==> config.mk <==
export PLATFORM = sky130hd
export DESIGN_NAME = static_linked_list_engine_flat
export DESIGN_NICKNAME = d
export VERILOG_FILES = /design/src/rtl/core/sle_pkg.sv /design/src/rtl/core/sle_if.sv /design/src/rtl/core/sle_ctrl.sv /design/src/rtl/core/sle_dp.sv /design/src/rtl/core/static_linked_list_engine.sv /design/src/flat_wrapper.sv
export VERILOG_INCLUDE_DIRS = /design/src /design/src/rtl/core
export SDC_FILE = /design/constraint.sdc
export NUM_CORES = 2
export LEC_CHECK = 0
export BUFFER_PORTS_ARGS = -buffer_cell sky130_fd_sc_hd__buf_4
export CAP_MARGIN = 20
export CORE_AREA = 2 2 465 467
export DETAILED_ROUTE_END_ITERATION = 7
export DIE_AREA = 0 0 467 469
export HOLD_SLACK_MARGIN = 0.03
export PLACE_DENSITY = 0.72
export SYNTH_ARGS = -nofsm -noshare
export SYNTH_HDL_FRONTEND = slang
export SYNTH_SLANG_ARGS = --single-unit
==> constraint.sdc <==
create_clock -name clock -period 10.1 [get_ports clock]
set_input_delay 2.02 -clock clock [delete_from_list [all_inputs] [get_ports clock]]
set_output_delay 2.02 -clock clock [all_outputs]
set_load 0.01 [all_outputs]
==> src/rtl/core/static_linked_list_engine_assert.svh <==
// Assertion macros for the static linked list engine.
// Used by the top level; expects signals named clock and reset in scope.
`ifndef STATIC_LINKED_LIST_ENGINE_ASSERT_SVH
`define STATIC_LINKED_LIST_ENGINE_ASSERT_SVH

// Consequent checked in the same cycle as the antecedent.
`define SLE_ASSERT_NOW(lbl, ante, cons, msg) \
   lbl: assert property (@(posedge clock) disable iff (reset) (ante) |-> (cons)) \
      else $error(msg);

// Consequent checked in the cycle after the antecedent.
`define SLE_ASSERT_NEXT(lbl, ante, cons, msg) \
   lbl: assert property (@(posedge clock) disable iff (reset) (ante) |=> (cons)) \
      else $error(msg);

`endif

==> src/rtl/core/sle_pkg.sv <==
// Shared constants, codes and control structs for the static linked list engine.
// No dependencies.
package sle_pkg;

   localparam int CAPACITY = 64;
   localparam int IDX_W    = $clog2(CAPACITY + 1);
   localparam int ADDR_W   = $clog2(CAPACITY);
   localparam int DATA_W   = 32;
   localparam int OP_W     = 3;

   typedef logic [IDX_W-1:0] idx_type;

   // Null link; anything at or above it is treated as null.
   localparam idx_type NIL = idx_type'(CAPACITY);

   localparam logic [OP_W-1:0] OP_CLEAR   = 3'd0;
   localparam logic [OP_W-1:0] OP_APPEND  = 3'd1;
   localparam logic [OP_W-1:0] OP_ROTATE  = 3'd2;
   localparam logic [OP_W-1:0] OP_REVERSE = 3'd3;
   localparam logic [OP_W-1:0] OP_DUMP    = 3'd4;

   // Link memory read address source
   localparam logic [1:0] RD_FREE = 2'd0;
   localparam logic [1:0] RD_HEAD = 2'd1;
   localparam logic [1:0] RD_NEXT = 2'd2;

   // Link memory write address source
   localparam logic [1:0] WA_NODE = 2'd0;
   localparam logic [1:0] WA_CUR  = 2'd1;
   localparam logic [1:0] WA_HEAD = 2'd2;

   // Link memory write data source
   localparam logic [1:0] WD_NIL  = 2'd0;
   localparam logic [1:0] WD_NODE = 2'd1;
   localparam logic [1:0] WD_HEAD = 2'd2;
   localparam logic [1:0] WD_PREV = 2'd3;

   typedef struct packed {
      logic       clear;
      logic       take;
      logic       rd_en;
      logic [1:0] rd_sel;
      logic       wr_en;
      logic [1:0] wa_sel;
      logic [1:0] wd_sel;
      logic       val_wr;
      logic       node_ld;
      logic       node_from_nx;
      logic       free_ld;
      logic       head_ld;
      logic       head_from_cur;
      logic       cur_ld;
      logic       cur_from_nx;
      logic       prev_clr;
      logic       prev_ld;
      logic       emit;
      logic       emit_ok;
      logic       emit_elem;
      logic       emit_last_nx;
   } cmd_type;

   typedef struct packed {
      logic free_null;
      logic head_null;
      logic nx_null;
      logic out_free;
   } status_type;

endpackage

==> src/rtl/core/sle_if.sv <==
// Valid/ready channel interfaces for the request and response sides.
// Depends on sle_pkg.
interface sle_req_if;
   import sle_pkg::*;

   logic                     valid;
   logic                     ready;
   logic [OP_W-1:0]          operation;
   logic signed [DATA_W-1:0] value;

   modport source (output valid, output operation, output value, input ready);
   modport sink   (input valid, input operation, input value, output ready);
endinterface

interface sle_rsp_if;
   import sle_pkg::*;

   logic                     valid;
   logic                     ready;
   logic                     ok;
   logic signed [DATA_W-1:0] element;
   logic                     last;

   modport source (output valid, output ok, output element, output last, input ready);
   modport sink   (input valid, input ok, input element, input last, output ready);
endinterface

==> src/rtl/core/sle_ctrl.sv <==
// Sequencer for the static linked list engine: decodes operations and steps
// the datapath through list walks. Depends on sle_pkg.
module sle_ctrl (
   input  logic                      clock,
   input  logic                      reset,
   input  logic                      req_valid,
   input  logic [sle_pkg::OP_W-1:0]  req_operation,
   output logic                      req_ready,
   input  sle_pkg::status_type       status,
   output sle_pkg::cmd_type          cmd
);
   import sle_pkg::*;

   localparam logic [3:0] S_IDLE = 4'd0;
   localparam logic [3:0] S_APP  = 4'd1;
   localparam logic [3:0] S_WALK = 4'd2;
   localparam logic [3:0] S_ROT1 = 4'd3;
   localparam logic [3:0] S_ROTW = 4'd4;
   localparam logic [3:0] S_ROTF = 4'd5;
   localparam logic [3:0] S_REV  = 4'd6;
   localparam logic [3:0] S_DUMP = 4'd7;
   localparam logic [3:0] S_OK   = 4'd8;
   localparam logic [3:0] S_FAIL = 4'd9;

   logic [3:0] state_ff, state_in;

   always_ff @(posedge clock) begin
      if (reset) begin
         state_ff <= S_IDLE;
      end else begin
         state_ff <= state_in;
      end
   end

   assign req_ready = (state_ff == S_IDLE);

   always_comb begin
      cmd      = '0;
      state_in = state_ff;
      case (state_ff)
         S_IDLE: begin
            if (req_valid) begin
               cmd.take = 1'b1;
               case (req_operation)
                  OP_CLEAR: begin
                     cmd.clear = 1'b1;
                  end
                  OP_APPEND: begin
                     if (status.free_null) begin
                        state_in = S_FAIL;
                     end else begin
                        cmd.rd_en   = 1'b1;
                        cmd.rd_sel  = RD_FREE;
                        cmd.node_ld = 1'b1;
                        state_in    = S_APP;
                     end
                  end
                  OP_ROTATE: begin
                     if (!status.head_null) begin
                        cmd.rd_en  = 1'b1;
                        cmd.rd_sel = RD_HEAD;
                        state_in   = S_ROT1;
                     end
                  end
                  OP_REVERSE: begin
                     if (!status.head_null) begin
                        cmd.rd_en    = 1'b1;
                        cmd.rd_sel   = RD_HEAD;
                        cmd.cur_ld   = 1'b1;
                        cmd.prev_clr = 1'b1;
                        state_in     = S_REV;
                     end
                  end
                  OP_DUMP: begin
                     if (status.head_null) begin
                        state_in = S_FAIL;
                     end else begin
                        cmd.rd_en  = 1'b1;
                        cmd.rd_sel = RD_HEAD;
                        state_in   = S_DUMP;
                     end
                  end
                  default: ;
               endcase
            end
         end
         S_APP: begin
            // new node is detached; free list advances past it
            cmd.free_ld = 1'b1;
            cmd.val_wr  = 1'b1;
            cmd.wr_en   = 1'b1;
            cmd.wa_sel  = WA_NODE;
            cmd.wd_sel  = WD_NIL;
            if (status.head_null) begin
               cmd.head_ld = 1'b1;
               state_in    = S_OK;
            end else begin
               cmd.cur_ld = 1'b1;
               cmd.rd_en  = 1'b1;
               cmd.rd_sel = RD_HEAD;
               state_in   = S_WALK;
            end
         end
         S_WALK: begin
            if (status.nx_null) begin
               cmd.wr_en  = 1'b1;
               cmd.wa_sel = WA_CUR;
               cmd.wd_sel = WD_NODE;
               state_in   = S_OK;
            end else begin
               cmd.cur_ld      = 1'b1;
               cmd.cur_from_nx = 1'b1;
               cmd.rd_en       = 1'b1;
               cmd.rd_sel      = RD_NEXT;
            end
         end
         S_ROT1: begin
            if (status.nx_null) begin
               state_in = S_IDLE;
            end else begin
               // remember the second node as the new head
               cmd.node_ld      = 1'b1;
               cmd.node_from_nx = 1'b1;
               cmd.cur_ld       = 1'b1;
               cmd.cur_from_nx  = 1'b1;
               cmd.rd_en        = 1'b1;
               cmd.rd_sel       = RD_NEXT;
               state_in         = S_ROTW;
            end
         end
         S_ROTW: begin
            if (status.nx_null) begin
               cmd.wr_en  = 1'b1;
               cmd.wa_sel = WA_CUR;
               cmd.wd_sel = WD_HEAD;
               state_in   = S_ROTF;
            end else begin
               cmd.cur_ld      = 1'b1;
               cmd.cur_from_nx = 1'b1;
               cmd.rd_en       = 1'b1;
               cmd.rd_sel      = RD_NEXT;
            end
         end
         S_ROTF: begin
            cmd.wr_en   = 1'b1;
            cmd.wa_sel  = WA_HEAD;
            cmd.wd_sel  = WD_NIL;
            cmd.head_ld = 1'b1;
            state_in    = S_IDLE;
         end
         S_REV: begin
            cmd.wr_en   = 1'b1;
            cmd.wa_sel  = WA_CUR;
            cmd.wd_sel  = WD_PREV;
            cmd.prev_ld = 1'b1;
            if (status.nx_null) begin
               cmd.head_ld       = 1'b1;
               cmd.head_from_cur = 1'b1;
               state_in          = S_IDLE;
            end else begin
               cmd.cur_ld      = 1'b1;
               cmd.cur_from_nx = 1'b1;
               cmd.rd_en       = 1'b1;
               cmd.rd_sel      = RD_NEXT;
            end
         end
         S_DUMP: begin
            if (status.out_free) begin
               cmd.emit         = 1'b1;
               cmd.emit_ok      = 1'b1;
               cmd.emit_elem    = 1'b1;
               cmd.emit_last_nx = 1'b1;
               if (status.nx_null) begin
                  state_in = S_IDLE;
               end else begin
                  cmd.rd_en  = 1'b1;
                  cmd.rd_sel = RD_NEXT;
               end
            end
         end
         S_OK: begin
            if (status.out_free) begin
               cmd.emit    = 1'b1;
               cmd.emit_ok = 1'b1;
               state_in    = S_IDLE;
            end
         end
         S_FAIL: begin
            if (status.out_free) begin
               cmd.emit = 1'b1;
               state_in = S_IDLE;
            end
         end
         default: begin
            state_in = S_IDLE;
         end
      endcase
   end

endmodule

==> src/rtl/core/sle_dp.sv <==
// Datapath for the static linked list engine: link and value memories,
// list pointers and the response register. Depends on sle_pkg, sle_rsp_if.
module sle_dp (
   input  logic                            clock,
   input  logic                            reset,
   input  logic signed [sle_pkg::DATA_W-1:0] req_value,
   input  sle_pkg::cmd_type                cmd,
   output sle_pkg::status_type             status,
   sle_rsp_if.source                       rsp
);
   import sle_pkg::*;

   logic [IDX_W-1:0]  next_mem  [CAPACITY];
   logic [DATA_W-1:0] value_mem [CAPACITY];

   // entry not yet written since clear reads as its free-chain default
   logic [CAPACITY-1:0] valid_ff, valid_in;

   idx_type head_ff, head_in, free_ff, free_in;
   idx_type node_ff, cur_ff, prev_ff;
   logic signed [DATA_W-1:0] value_ff;

   idx_type           next_rd_ff;
   logic [DATA_W-1:0] value_rd_ff;
   logic              rd_valid_ff;
   logic [ADDR_W-1:0] rd_addr_ff;

   idx_type           nx, nx_dflt, rd_idx, wr_idx, wr_data;
   logic [ADDR_W-1:0] rd_addr, wr_addr;
   logic              nx_null, out_free;

   logic                     rsp_valid_ff, rsp_valid_in;
   logic                     rsp_ok_ff, rsp_last_ff;
   logic signed [DATA_W-1:0] rsp_element_ff;

   // link read back, with the unwritten-entry default substituted
   assign nx_dflt = (rd_addr_ff == ADDR_W'(CAPACITY - 1)) ? NIL
                  : idx_type'(rd_addr_ff) + idx_type'(1);
   assign nx      = rd_valid_ff ? next_rd_ff : nx_dflt;
   assign nx_null = (nx >= NIL);

   always_comb begin
      case (cmd.rd_sel)
         RD_FREE: rd_idx = free_ff;
         RD_HEAD: rd_idx = head_ff;
         RD_NEXT: rd_idx = nx;
         default: rd_idx = head_ff;
      endcase
      case (cmd.wa_sel)
         WA_NODE: wr_idx = node_ff;
         WA_CUR:  wr_idx = cur_ff;
         WA_HEAD: wr_idx = head_ff;
         default: wr_idx = cur_ff;
      endcase
      case (cmd.wd_sel)
         WD_NIL:  wr_data = NIL;
         WD_NODE: wr_data = node_ff;
         WD_HEAD: wr_data = head_ff;
         WD_PREV: wr_data = prev_ff;
         default: wr_data = NIL;
      endcase
   end

   assign rd_addr = rd_idx[ADDR_W-1:0];
   assign wr_addr = wr_idx[ADDR_W-1:0];

   always_comb begin
      valid_in = valid_ff;
      if (cmd.clear) begin
         valid_in = '0;
      end else if (cmd.wr_en) begin
         valid_in[wr_addr] = 1'b1;
      end
   end

   always_comb begin
      head_in = head_ff;
      free_in = free_ff;
      if (cmd.clear) begin
         head_in = NIL;
         free_in = '0;
      end else begin
         if (cmd.head_ld) begin
            head_in = cmd.head_from_cur ? cur_ff : node_ff;
         end
         if (cmd.free_ld) begin
            free_in = nx;
         end
      end
   end

   always_ff @(posedge clock) begin
      if (reset) begin
         valid_ff <= '0;
         head_ff  <= NIL;
         free_ff  <= '0;
      end else begin
         valid_ff <= valid_in;
         head_ff  <= head_in;
         free_ff  <= free_in;
      end
   end

   always_ff @(posedge clock) begin
      if (cmd.take) begin
         value_ff <= req_value;
      end
      if (cmd.node_ld) begin
         node_ff <= cmd.node_from_nx ? nx : free_ff;
      end
      if (cmd.cur_ld) begin
         cur_ff <= cmd.cur_from_nx ? nx : head_ff;
      end
      if (cmd.prev_clr) begin
         prev_ff <= NIL;
      end else if (cmd.prev_ld) begin
         prev_ff <= cur_ff;
      end
   end

   // memories: one write and one registered read per cycle each
   always_ff @(posedge clock) begin
      if (cmd.wr_en) begin
         next_mem[wr_addr] <= wr_data;
      end
      if (cmd.val_wr) begin
         value_mem[node_ff[ADDR_W-1:0]] <= value_ff;
      end
      if (cmd.rd_en) begin
         next_rd_ff  <= next_mem[rd_addr];
         value_rd_ff <= value_mem[rd_addr];
         rd_valid_ff <= valid_ff[rd_addr];
         rd_addr_ff  <= rd_addr;
      end
   end

   // response register
   assign out_free = !rsp_valid_ff || rsp.ready;

   always_comb begin
      rsp_valid_in = rsp_valid_ff;
      if (cmd.emit) begin
         rsp_valid_in = 1'b1;
      end else if (rsp.ready) begin
         rsp_valid_in = 1'b0;
      end
   end

   always_ff @(posedge clock) begin
      if (reset) begin
         rsp_valid_ff <= 1'b0;
      end else begin
         rsp_valid_ff <= rsp_valid_in;
      end
   end

   always_ff @(posedge clock) begin
      if (cmd.emit) begin
         rsp_ok_ff      <= cmd.emit_ok;
         rsp_element_ff <= cmd.emit_elem ? value_rd_ff : '0;
         rsp_last_ff    <= cmd.emit_last_nx ? nx_null : 1'b1;
      end
   end

   assign rsp.valid   = rsp_valid_ff;
   assign rsp.ok      = rsp_ok_ff;
   assign rsp.element = rsp_element_ff;
   assign rsp.last    = rsp_last_ff;

   assign status.free_null = (free_ff >= NIL);
   assign status.head_null = (head_ff >= NIL);
   assign status.nx_null   = nx_null;
   assign status.out_free  = out_free;

endmodule

==> src/rtl/core/static_linked_list_engine.sv <==
// Static linked list engine: a pool of CAPACITY nodes (value plus next link)
// with a free list. req_bus carries one operation per beat (clear, append,
// rotate, reverse, dump) with an append value; rsp_bus returns ok, element
// and last. Append returns one beat (ok low when the pool is full), dump one
// beat per node in list order (one ok-low beat if empty), others none.
// req_bus.ready is high only while no operation is in progress; one at a time.
// Walks read one link per cycle; a dump walk, which also returns one beat
// per cycle, does so only while rsp_bus is not stalled.
// The response sits in an output register, so the next request is taken
// while the last beat of the previous one still waits.
// A stall on rsp_bus pauses a dump walk in place; nothing is dropped.
// Reset (synchronous, active high) empties the list and rebuilds the free
// chain through per-entry written flags; no clearing pass.
// Depends on sle_pkg, sle_if, sle_ctrl, sle_dp and the assertion macros.
`include "static_linked_list_engine_assert.svh"

module static_linked_list_engine (
   input logic       clock,
   input logic       reset,
   sle_req_if.sink   req_bus,
   sle_rsp_if.source rsp_bus
);
   import sle_pkg::*;

   cmd_type    cmd;
   status_type status;

   sle_ctrl u_ctrl (
      .clock         (clock),
      .reset         (reset),
      .req_valid     (req_bus.valid),
      .req_operation (req_bus.operation),
      .req_ready     (req_bus.ready),
      .status        (status),
      .cmd           (cmd)
   );

   sle_dp u_dp (
      .clock     (clock),
      .reset     (reset),
      .req_value (req_bus.value),
      .cmd       (cmd),
      .status    (status),
      .rsp       (rsp_bus)
   );

   `SLE_ASSERT_NOW(a_clear_on_beat, cmd.clear, req_bus.valid && req_bus.ready,
                   "clear without request beat")
   `SLE_ASSERT_NOW(a_walk_not_null, cmd.rd_en && (cmd.rd_sel == RD_NEXT),
                   !status.nx_null, "link read past list end")
   `SLE_ASSERT_NOW(a_emit_has_room, cmd.emit, status.out_free, "response overwritten")
   `SLE_ASSERT_NEXT(a_clear_state,
                    req_bus.valid && req_bus.ready && (req_bus.operation == OP_CLEAR),
                    status.head_null && !status.free_null,
                    "clear left list or free chain wrong")

endmodule
==> src/flat_wrapper.sv <==
// flat-port wrapper written by rule: the top's interface ports become plain ports
module static_linked_list_engine_flat import sle_pkg::*;
  (clock, reset, req_bus_valid, req_bus_operation, req_bus_value, req_bus_ready, rsp_bus_valid, rsp_bus_ok, rsp_bus_element, rsp_bus_last, rsp_bus_ready);
  sle_req_if req_bus_i ();
  sle_rsp_if rsp_bus_i ();
  input logic clock;
  input logic reset;
  input wire logic [$bits(req_bus_i.valid)-1:0] req_bus_valid;
  input wire logic [$bits(req_bus_i.operation)-1:0] req_bus_operation;
  input wire logic [$bits(req_bus_i.value)-1:0] req_bus_value;
  output wire logic [$bits(req_bus_i.ready)-1:0] req_bus_ready;
  output wire logic [$bits(rsp_bus_i.valid)-1:0] rsp_bus_valid;
  output wire logic [$bits(rsp_bus_i.ok)-1:0] rsp_bus_ok;
  output wire logic [$bits(rsp_bus_i.element)-1:0] rsp_bus_element;
  output wire logic [$bits(rsp_bus_i.last)-1:0] rsp_bus_last;
  input wire logic [$bits(rsp_bus_i.ready)-1:0] rsp_bus_ready;
  assign req_bus_i.valid = req_bus_valid;
  assign req_bus_i.operation = req_bus_operation;
  assign req_bus_i.value = req_bus_value;
  assign req_bus_ready = req_bus_i.ready;
  assign rsp_bus_valid = rsp_bus_i.valid;
  assign rsp_bus_ok = rsp_bus_i.ok;
  assign rsp_bus_element = rsp_bus_i.element;
  assign rsp_bus_last = rsp_bus_i.last;
  assign rsp_bus_i.ready = rsp_bus_ready;
  static_linked_list_engine u_core (.clock(clock), .reset(reset), .req_bus(req_bus_i), .rsp_bus(rsp_bus_i));
endmodule
==> results.rst <==
.. list-table::
   :header-rows: 1

   * - Metric
     - Value
   * - Setup skew after layout
     - 0.0735 ns
   * - Area growth from synthesis to layout
     - 11.8%
   * - Buffers inserted by post-CTS timing repair
     - 0
   * - Via count of the first global-routing pass
     - 65300
   * - Register cell area after layout
     - 0.0805 mm^2
   * - Area after detailed placement
     - between 0.1 and 0.15 mm^2
   * - Largest net degree at the start of global routing
     - around 160
   * - Floorplan core area
     - 0.214 mm^2
   * - Worst R2R Start
     - u_core.u_ctrl.state_ff[0]
   * - # fillers
     - 16500
   * - Critical path origin
     - req_bus_operation[1]
   * - Share of the clock period used by the worst path after layout
     - 68.1%
   * - Total of cells resized after clock tree synthesis
     - 0
   * - Number of sinks on the clock net
     - 2712
   * - Number of nets with antenna violations after routing
     - 0
   * - Last weighted congestion value of the routability-driven placer
     - ~0.9
   * - Number of CTS-inserted buffers
     - 276
   * - Sum of net half-perimeters after detailed placement
     - 179 mm
   * - Total nets after synthesis
     - 7819
   * - Fmax achieved
     - 145 MHz
   * - Ys Warns
     - 0
   * - Maximum fanout count along the critical path
     - 157
   * - Number of enable-type register cells in the synthesized netlist
     - approximately 2600
   * - Total congestion overflow
     - 0
   * - Element type at the critical path end
     - flop
   * - Worst vdd rail ir drop
     - 0.232 mV
   * - Most instantiated library cell after synthesis
     - edfxtp_1
   * - Worst path arrival time
     - around 7.5 ns
   * - Clock-pin transition on the worst setup and hold timing paths
     - 0.06 ns
   * - Endpoint required time on the critical path
     - 10.69 ns
   * - Row count
     - 170
   * - Final setup TNS
     - 0 ns
   * - Final Max Slew Viols
     - 0
   * - Number of buffers on the longest clock path
     - 4
   * - Number of detailed-route iterations in the first pass
     - 6
   * - Fraction of registers with async set/reset
     - 0%
   * - Type of the tightest min-delay check
     - reg -> reg
   * - Number of remaining DRC errors
     - 0
   * - Clk Tree Root Cell
     - clkbuf_16
   * - Final setup violation count
     - 0
   * - Area of the mapped netlist
     - 0.106 mm^2
   * - Routed wire per std cell
     - 29.5 um
   * - Total routed wirelength
     - 321 mm
   * - Met1 wire length
     - between 100 and 150 mm
   * - Transition at the pin with the smallest max-transition slack
     - around 1.3 ns
   * - Top post-synthesis cells by count
     - edfxtp_1 (2622), nand2_1 (1891), nand3_1 (619)
   * - Total area of multi-input combinational cells
     - 0.0241 mm^2
   * - Share of final-layout standard cells stronger than drive strength 1
     - a little under 10%
   * - Primary FF master, synth
     - edfxtp_1
   * - Part of the Yosys area used for sequential elements
     - 75.7%
   * - Y dimension of the die
     - around 470 um
   * - Area share of the leading cell type in the synthesized netlist
     - roughly three quarters
   * - Number of hold-repair buffers added at the cts stage
     - 0
   * - Biggest area contributors in the synthesized netlist
     - edfxtp_1 (74%), nand2_1 (6.7%), nand3_1 (2.9%)
   * - Overall die area
     - 0.219 mm^2
   * - Clock network latency to the later pin of the worst-skew pair
     - 0.93 ns
   * - IO Port Bufs
     - 74
   * - First-pass GRT wire length
     - 456 mm
   * - Final Core Density
     - 55.6%
   * - PD cells
     - 285 mW/mm^2
   * - Worst slew slack as a fraction of its limit
     - 11.7%
   * - RSZ-0062 raised after global routing
     - false
   * - Overall routing resource usage
     - between 20 and 30%
   * - Number of vias after detailed routing
     - 70000
   * - Time the worst path needs with I/O delays and setup
     - 6.88 ns
   * - Startpoint of the lowest-slack hold path
     - u_core.u_dp.valid_ff[47]
   * - Starting density of the core
     - roughly half
   * - Crit path kind
     - in -> reg
   * - Detailed route wirelength on metal3
     - 47.9 mm
   * - Status
     - finished clean
   * - Top layer reached by signal wires
     - met5
   * - Number of unique standard cell types used by synthesis
     - 76
   * - Via/cell ratio
     - approximately 6.4
   * - Number of ports placed on the die boundary
     - 75
   * - Met2 Wirelength
     - 142 mm
   * - Syn Inst Count
     - 7779
   * - Width of the chip
     - 467 um
   * - Static leakage power
     - roughly 38 nW
   * - Worst setup SP type
     - primary input
   * - Initial DRC count
     - approximately 13000
   * - Antenna violations before repair
     - 20
   * - CTS tree
     - built
   * - Design area
     - 0.119 mm^2
   * - Cell type contributing the most total cell area after synthesis
     - edfxtp_1
   * - Max-cap violation count
     - 0
   * - Final layout net count
     - 7881
   * - Number of synthesized register bits
     - 2712
   * - Synthesized area per cell
     - 13.7 um^2
   * - CTS H-Tree Depth
     - 5
   * - Final Hold Fails
     - 0
==> stage by stage <==
stage               cells  power, W  hold WS, ns  setup slack (ns)
global placement    10400    0.0237        0.442              2.98
finish              10900    0.0338        0.466              3.22
floorplan            7779    0.0197        0.435              5.27
detailed placement  10400    0.0239        0.450              2.95
CTS                 10900    0.0335        0.465              3.91
global route        10900    0.0348        0.476              3.31
==> power by group <==
part	switching (W)	internal (W)	leakage, nW
Sequential	0.000219	0.0131	23.8
Clock	0.00415	0.00554	4.09
Combinational	0.00826	0.00261	10.5
==> per-layer routing <==
layer	global-route usage, %	up-vias
li1	-	29200
met1	39.1	34500
met2	43.0	5375
met3	8.16	907
met4	12.5	12
met5	0	-
==> worst paths after layout <==
path	slack, ns	end	depth (start not counted)
max	3.22	u_core.u_dp.value_rd_ff[21]	13
min	0.47	u_core.u_dp.valid_ff[47]	1
max reg2reg	3.64	u_core.u_dp.value_rd_ff[24]	12
min reg2reg	0.47	u_core.u_dp.valid_ff[47]	1
==> layout make-up <==
class / instances / area share [%]
flip-flops and latches: 2712 / 67.7
multi-input cells: 4554 / 20.3
clock buffers: 356 / 6.29
well taps: 2838 / 2.99
repair buffers: 281 / 1.94
clock inverters: 104 / 0.698
inverters: 16 / 0.0863
diodes: 11 / 0.0231
==> worst max-delay path, stage by stage <==
cell and delay [ns]:
buf_4 0.13, nor3b_1 0.37, o2111ai_1 0.28, a21oi_1 0.26, a211o_4 0.42, inv_16 0.29
nor2_4 0.93, buf_4 0.43, nand3_1 0.15, nand4_1 0.13, o2111ai_1 0.51, a311oi_1 1.12
nand4_1 0.19
==> sequential cells by signal, summed over array words and instances, names as in the netlist, 4 cells and up <==
signal and cells:
u_core.u_dp.prev_ff 7, u_core.u_ctrl.state_ff 4, u_core.u_dp.value_ff 32, u_core.u_dp.rd_addr_ff 6, u_core.u_dp.free_ff 7, u_core.u_dp.node_ff 7, u_core.u_dp.next_rd_ff 7, u_core.u_dp.next_mem 448
u_core.u_dp.cur_ff 7, u_core.u_dp.head_ff 7, u_core.u_dp.value_rd_ff 32, u_core.u_dp.value_mem 2048, u_core.u_dp.rsp.element 32, u_core.u_dp.valid_ff 64
==> placed cells by master, fill, tap and decap left out, drive strengths merged, types with 38 or more instances in the layout <==
cell / netlist / routed
clkbuf: 180 / 356
clkinv: 0 / 86
nand3: 620 / 620
dfxtp: 90 / 90
buf: 317 / 281
nor2: 266 / 266
o21a: 66 / 66
and3: 59 / 59
a31oi: 141 / 141
nand2: 1895 / 1895
o2111ai: 72 / 72
o211ai: 82 / 82
a21oi: 412 / 412
o21ai: 218 / 218
a22oi: 88 / 88
mux2i: 152 / 152
edfxtp: 2622 / 2622
nand4: 72 / 72
and2: 38 / 38
==> kinds of logic (layout without fill, tap and decap cells) <==
| family | count (synthesis) | after routing | synth area share, % |
|---|---|---|---|
| adder cells (fa/ha/maj) | 2 | 2 | 0.0212 |
| AO/OA/AOI/OAI | 1319 | 1319 | 8.02 |
| flip-flops | 2712 | 2712 | 75.7 |
| XOR/XNOR | 4 | 4 | 0.0329 |
| buffers and inverters | 513 | 757 | 2.28 |
| other | 0 | 11 | 0 |
| AND/OR/NAND/NOR | 3044 | 3044 | 12.2 |
| multiplexers | 185 | 185 | 1.78 |
No activity file was read; power rests on OpenSTA's default activity.
